## src/hdl/ffsa_pkg.sv

```systemverilog
// Shared types, codes and field widths for the first-fit segment allocator.
package ffsa_pkg;

  // Field widths of the input and result items
  localparam int OP_W     = 2;
  localparam int SIZE_W   = 13;
  localparam int STATUS_W = 2;
  localparam int START_W  = 12;
  localparam int SEGS_W   = 7;

  // Defaults for the top-level parameters
  localparam int MAX_SEGMENTS_DEF = 64;
  localparam int MEM_UNITS_DEF    = 4096;

  // Operation codes
  localparam logic [OP_W-1:0] OP_CLEAR  = 2'd0;
  localparam logic [OP_W-1:0] OP_APPEND = 2'd1;
  localparam logic [OP_W-1:0] OP_ALLOC  = 2'd2;

  // Result status codes
  localparam logic [STATUS_W-1:0] ST_OK      = 2'd0;
  localparam logic [STATUS_W-1:0] ST_NOFIT   = 2'd1;
  localparam logic [STATUS_W-1:0] ST_FULL    = 2'd2;
  localparam logic [STATUS_W-1:0] ST_BADSIZE = 2'd3;

  // Commands broadcast to the cell row
  localparam int CMD_W = 3;
  localparam logic [CMD_W-1:0] CMD_NONE   = 3'd0;
  localparam logic [CMD_W-1:0] CMD_EXACT  = 3'd1;
  localparam logic [CMD_W-1:0] CMD_SPLIT  = 3'd2;
  localparam logic [CMD_W-1:0] CMD_MERGE  = 3'd3;
  localparam logic [CMD_W-1:0] CMD_APPEND = 3'd4;

  typedef struct packed {
    logic [OP_W-1:0]   op;
    logic [SIZE_W-1:0] size;
    logic              mark_free;
  } in_item_t;

  typedef struct packed {
    logic [STATUS_W-1:0] status;
    logic [START_W-1:0]  block_start;
    logic [SEGS_W-1:0]   segments_used;
  } out_item_t;

  typedef struct packed {
    logic [CMD_W-1:0] code;
    logic             mark_free;
  } cell_cmd_t;

endpackage

```

## src/hdl/ffsa_cell.sv

```systemverilog
// One table entry of the allocator: holds a segment and shifts with its neighbor.
module ffsa_cell
  import ffsa_pkg::*;
#(
  parameter int IDX   = 0,
  parameter int SZ_W  = 13,
  parameter int CNT_W = 7
) (
  input  logic             clk,
  input  logic             load,        // item transfer: evaluate fit
  input  cell_cmd_t        cmd,         // update applied in the commit cycle
  input  logic [SZ_W-1:0]  req_size,
  input  logic [SZ_W-1:0]  app_start,
  input  logic [CNT_W-1:0] count,
  input  logic             prev_found,
  input  logic             prev_first,
  input  logic [SZ_W-1:0]  prev_start,
  input  logic [SZ_W-1:0]  prev_size,
  input  logic             prev_free,
  output logic             found,
  output logic             first,
  output logic [SZ_W-1:0]  seg_start,
  output logic [SZ_W-1:0]  seg_size,
  output logic             seg_free,
  output logic [SZ_W-1:0]  pick_start,
  output logic             exact_hit,
  output logic             last_free
);

  logic [SZ_W-1:0] start_r, start_nxt;
  logic [SZ_W-1:0] size_r, size_nxt;
  logic            free_r, free_nxt;
  logic            hit_r, eq_r;
  logic            active, is_last, is_new;

  assign active  = CNT_W'(IDX) < count;
  assign is_last = CNT_W'(IDX + 1) == count;
  assign is_new  = CNT_W'(IDX) == count;

  // first-fit chain: first hit has no hit ahead of it
  assign first = hit_r & ~prev_found;
  assign found = prev_found | hit_r;

  assign seg_start  = start_r;
  assign seg_size   = size_r;
  assign seg_free   = free_r;
  assign pick_start = first ? start_r : '0;
  assign exact_hit  = first & eq_r;
  assign last_free  = is_last & free_r;

  // entry update
  always_comb begin
    start_nxt = start_r;
    size_nxt  = size_r;
    free_nxt  = free_r;
    unique case (cmd.code)
      CMD_EXACT: begin
        if (first) free_nxt = 1'b0;
      end
      CMD_SPLIT: begin
        priority if (first) begin
          size_nxt = req_size;
          free_nxt = 1'b0;
        end else if (prev_first) begin
          // free rest of the split segment
          start_nxt = prev_start + req_size;
          size_nxt  = prev_size - req_size;
          free_nxt  = 1'b1;
        end else if (prev_found) begin
          // shift up by one entry
          start_nxt = prev_start;
          size_nxt  = prev_size;
          free_nxt  = prev_free;
        end
      end
      CMD_MERGE: begin
        if (is_last) size_nxt = size_r + req_size;
      end
      CMD_APPEND: begin
        if (is_new) begin
          start_nxt = app_start;
          size_nxt  = req_size;
          free_nxt  = cmd.mark_free;
        end
      end
      default: begin
      end
    endcase
  end

  always_ff @(posedge clk) begin
    start_r <= start_nxt;
    size_r  <= size_nxt;
    free_r  <= free_nxt;
    if (load) begin
      hit_r <= active & free_r & (size_r >= req_size);
      eq_r  <= size_r == req_size;
    end
  end

endmodule
```

## config.mk

```make
export PLATFORM = sky130hd
export DESIGN_NAME = ffsa_cell
export DESIGN_NICKNAME = d
export VERILOG_FILES = /design/src/hdl/ffsa_pkg.sv /design/src/hdl/ffsa_cell.sv
export SDC_FILE = /design/constraint.sdc
export NUM_CORES = 1
export LEC_CHECK = 0
export ABC_AREA = 0
export BUFFER_PORTS_ARGS = -buffer_cell sky130_fd_sc_hd__buf_2
export CAP_MARGIN = 30
export CORE_ASPECT_RATIO = 2
export CORE_UTILIZATION = 58
export DETAILED_ROUTE_END_ITERATION = 10
export PLACE_DENSITY = 0.88
export SLEW_MARGIN = 10
export SYNTH_ARGS = -nofsm -noshare
export SYNTH_HDL_FRONTEND = slang
export SYNTH_SLANG_ARGS = --single-unit
```

## constraint.sdc

```tcl
create_clock -name clk -period 4 [get_ports clk]
set_input_delay 0.4 -clock clk [delete_from_list [all_inputs] [get_ports clk]]
set_output_delay 0.4 -clock clk [all_outputs]
set_load 0.05 [all_outputs]
```

Word level (Yosys, flattened, before mapping) --
Cells that the tools add are included.
Operators by class: add/subtract/negate cells 3, reductions and logical operators 7, eq/ne operators 12, multiplexer cells 18, $lt $le $gt $ge 2, bitwise gates (word level) 7
Operators by type and width (count):
- $mux W13 | 10
- $pmux W13 S3 | 1
- $add A13 B13 Y13 | 2
- $pmux W13 S2 | 1
- $eq A13 B13 Y1 | 1
- $ge A13 B13 Y1 | 1
- $sub A13 B13 Y13 | 1
- $reduce_and A4 Y1 | 3
- $ne A2 B2 Y1 const B | 4
- $eq A1 B7 Y1 const A | 1
- $logic_not A7 Y1 | 1
- $lt A1 B7 Y1 const A | 1
- $eq A3 B2 Y1 const B | 2
- $reduce_bool A3 Y1 | 2
- $and A1 B1 Y1 | 5
- $mux W1 | 5
- $ne A4 B4 Y1 const B | 1
- $eq A3 B1 Y1 const B | 1
- $eq A3 B3 Y1 const B | 1
- $ne A3 B3 Y1 const B | 1
- $pmux W1 S3 | 1
- $reduce_bool A2 Y1 | 1
- $not A1 Y1 | 1
- $or A1 B1 Y1 | 1
Word-level totals: output and inout port bits 44, logic and storage cells 54, flip-flop bits (word level) 29

Longest topological paths before layout --
word-level depth 4, gate-level depth with buffers 11, mapped depth without buffers 11

Worst setup path before layout --
No wires, ideal clock.
kind reg2reg, start reg size_r[0], in the netlist seg_size[0], end reg size_r[12], in the netlist seg_size[12] (data pin), stages on the path, launching flop included 10, path buffers 0, path slack 1.481 ns, data required time 3.745 ns, period minus slack after synthesis 2.519 ns, library setup time 0.255 ns, arrival time 2.264 ns, cell sequence edfxtp_1 > ha_1 > fa_1 > nor2b_1 > o211ai_1 > a211oi_1 > nor3_2 > o21bai_1 > mux2i_1 > and3_1
On the way: longest elaborated chain between the ends 3
RTL lines:
- start, declared | line ffsa_cell.sv:31 | logic [SZ_W-1:0] size_r, size_nxt;
- start signal, assigned | line ffsa_cell.sv:93 | size_r <= size_nxt;
- $add A13 B13 Y13 | line ffsa_cell.sv:77 | if (is_last) size_nxt = size_r + req_size;
- $mux W13 | line ffsa_cell.sv:77
- $pmux W13 S3 | line ffsa_cell.sv:56 | unique case (cmd.code)
- via size_nxt[12] | line ffsa_cell.sv:31
The timed path passes the listed nets, and every way through them passes these cells. The select of a mux whose other input is x is not followed. A chain may end at the register's enable or synchronous reset.

Final worst setup path --
start in req_size[0], end reg size_r[12], in the netlist seg_size[12] (data pin)
On the way: longest elaborated chain between the ends 4
RTL lines:
- start, declared | line ffsa_cell.sv:12 | input logic [SZ_W-1:0] req_size,
- $sub A13 B13 Y13 | line ffsa_cell.sv:67 | size_nxt = prev_size - req_size;
- $mux W13 | line ffsa_cell.sv:64 | end else if (prev_first) begin
- $mux W13 | line ffsa_cell.sv:61 | priority if (first) begin
- $pmux W13 S3 * | line ffsa_cell.sv:56
- via size_nxt[12] | line ffsa_cell.sv:31
Mark *: on every way through the listed nets, which the timed path passes. The rest lies on a longest branch. The select of a mux whose other input is x is not followed.

==> metrics.csv <==
metric,value,unit
outcome,finished clean,
grt_pass1_vias,3912,
max_freq,0.387,GHz
via_count,4165,
hold_path.class,input port to register,
ys_ff_latch,29,
synth_cell_types,58,
cp-start-kind,input port,
final_hold_viol_count,0,
place_area,4400,sq um
whs_path_depth,1,
grt_max_degree,32,
path_cells,buf_2 -> ha_1 -> inv_1 -> fa_1 -> a211oi_1 -> o21bai_1 -> a21oi_1 -> nor3b_1 -> a21oi_1 -> nand4_1 -> and3_1,
setup_tns,0,ns
postCtsSetupBuffers,0,
nets,689,
clock_latency,0.28,ns
overflow,0,
ir_drop,209,uV
numCtsBuffers,5,
hold_path.startpoint,load,
ys_async_sr_fraction,0,
synth_warnings,0,
cap_violations,0,
syn2layout_area_growth,20.4,%
rows,41,
n_antenna_cell,0,
ios,112,
die_width,59.0,microns
cp.arrival,2.62,ns
fin_crit,2.58,ns
drt-pass1-iter-count,5,
final.setup_skew,0.00389,ns
synth-seq-area-share,0.231,
core,6310,sq um
synth_edf_count,29,
finalWorstSetupSlack,1.42,ns
fin_crit_sh,0.645,
fin_cells,655,
synth-main-ff-cell,edfxtp_1,
syn_inst,462,
slew_headroom,0.455,
syn-num-nets,582,
endpoint_kind,register,
routed_wl,11500,microns
p_leak,2.07,nW
slew_viol_final,0,
die_h,116,microns
initial_core_util,0.596,
grt_pass1_wl,17600,microns
grtUsageTotal,0.340,
reg2reg_depth,9,
worstSetupPathType,input port to register,
cts_root_buffer,clkbuf_16,
ant_nets,0,
cts_tree,done,
clkTransAtPathRegs,0.05,ns
gp_congestion,0.962,
wire_per_inst,17.5,microns
r2r_end,seg_size[12],
antenna_found_initial,0,
cp_max_fo,5,
drt-initial-drc-count,234,
fp.dieArea,6830,sq um
syn_avg_cell_area,8.15,sq um
dp_cells,648,
dpl.hpwl,9070,microns
grt_setup_unrepaired,false,
critPathSlowestCell,fa_1,
cts_resized,0,
setup_violations,0,
worstMarginPinSlew,0.817,ns
clock_path_buffers,2,
reg2reg_setup_slack,1.48,ns
holdPathEnd,eq_r,
netlist_area,3760,sq um
r2r_start,seg_size[0],
worstPathRequired,4.04,ns
crit_top_cell,a21oi_1,
final_cell_area,4530,sq um
drive_above_1_share,0.236,
io_buffers,111,
preCtsSetupSlack,1.22,ns
h-tree-depth,2,
critPathMaxStageDelay,0.41,ns
cts.sinks,29,
drc_errors,0,
powerDensity,276,nW/um^2
vias_per_cell,6.36,
cts_hold_buf,0,
## report_power, final
group / internal [W] / leakage, nW / switching [W] / total, W
clock network: 0.000225 / 0.0644 / 0.000135 / 0.000359
logic: 0.000202 / 1.74 / 0.000323 / 0.000525
registers: 0.000358 / 0.267 / 0.00000782 / 0.000366
total: 0.000785 / 2.07 / 0.000465 / 0.00125
## synth_stat cells (2+ instances only)
master	count	area, sq um
buf_2	3	15.0
nand3_1	6	30.0
o31ai_1	3	22.5
mux2i_1	9	90.1
o211ai_1	5	37.5
and3_1	6	37.5
xor2_1	6	52.6
a31oi_1	6	37.5
nor2b_1	8	50.1
inv_1	24	90.1
and2_1	17	106
a2111o_1	2	22.5
nor3b_1	2	15.0
o32ai_1	2	17.5
nor3_1	12	60.1
nand2_1	26	97.6
a211oi_1	10	75.1
edfxtp_1	29	871
nor2_1	47	176
clkbuf_1	11	41.3
a222oi_1	2	20.0
nor4_1	3	18.8
o21bai_1	6	45.0
or4_1	3	22.5
o22ai_1	4	25.0
o21a_1	9	67.6
fa_1	3	60.1
o31a_1	2	17.5
or2_2	4	25.0
inv_2	3	11.3
nand2b_1	9	56.3
o21ai_0	25	125
ha_1	49	613
xnor2_1	16	140
o21ai_1	7	35.0
nand4_1	6	37.5
a21oi_1	49	245
a21o_1	7	52.6
o221a_2	2	22.5
## state kept, by name (all words and copies together) (netlist names)
signal / flops
seg_start: 13
eq_r: 1
seg_free: 1
seg_size: 13
hit_r: 1
## cell families after synthesis
group / Yosys count / share of synthesized area
xor gates and xnor gates: 22 / 0.0512
DFF: 29 / 0.231
AOI/OAI and AO/OA: 157 / 0.272
and+or+nand+nor: 152 / 0.201
muxes: 9 / 0.0239
buffers and inverters: 41 / 0.0419
adders and majority gates: 52 / 0.179
## metrics by stage
stage	util	hold WS, ns	power [W]
after floorplan	-	0.512	0.000740
after global placement	0.696	0.618	0.000863
after detailed placement	0.697	0.622	0.000880
after CTS	0.718	0.333	0.00124
after global routing	0.718	0.337	0.00131
final	0.718	0.334	0.00125
## worst max path at each step
stage,from,to,slack (ns)
floorplan,seg_size[0],seg_size[12],1.48
global placement,req_size[0],seg_size[12],1.28
detailed placement,req_size[0],seg_size[12],1.22
CTS,req_size[0],seg_size[12],1.50
global route,prev_size[0],seg_size[12],1.23
finish,req_size[0],seg_size[12],1.42
## layer usage
metal  wire length [microns]  track usage
met5                       0            0
met4                     504        0.181
met3                     697       0.0413
met2                    6210        0.631
met1                    4050        0.358
## layout make-up
type / instances / area, sq um
multi-input combinational: 392 / 2740
fill: 530 / 1780
sequential: 29 / 871
timing repair buffer: 114 / 578
clock buffer: 6 / 129
tap: 86 / 108
inverter: 27 / 101
clock inverter: 1 / 3.75
## placed cells by master, fill, tap and decap left out, types with 7 or more instances in the layout
master / count
inv_1: 24
and2_1: 17
edfxtp_1: 29
o21a_1: 9
nand2_1: 26
o21ai_0: 25
a211oi_1: 10
buf_2: 111
xnor2_1: 16
nor2b_1: 8
o21ai_1: 7
ha_1: 49
nor2_1: 47
a21oi_1: 49
nor3_1: 12
a21o_1: 7
mux2i_1: 9
nand2b_1: 9
## critical path, delay by kind of cell
kind / cells / cell delay [ns]
simple gates: 3 / 0.40
compound gates: 4 / 1.03
buf+inv: 2 / 0.19
fa+ha+maj: 2 / 0.59
(Power assumes the default switching activity.)
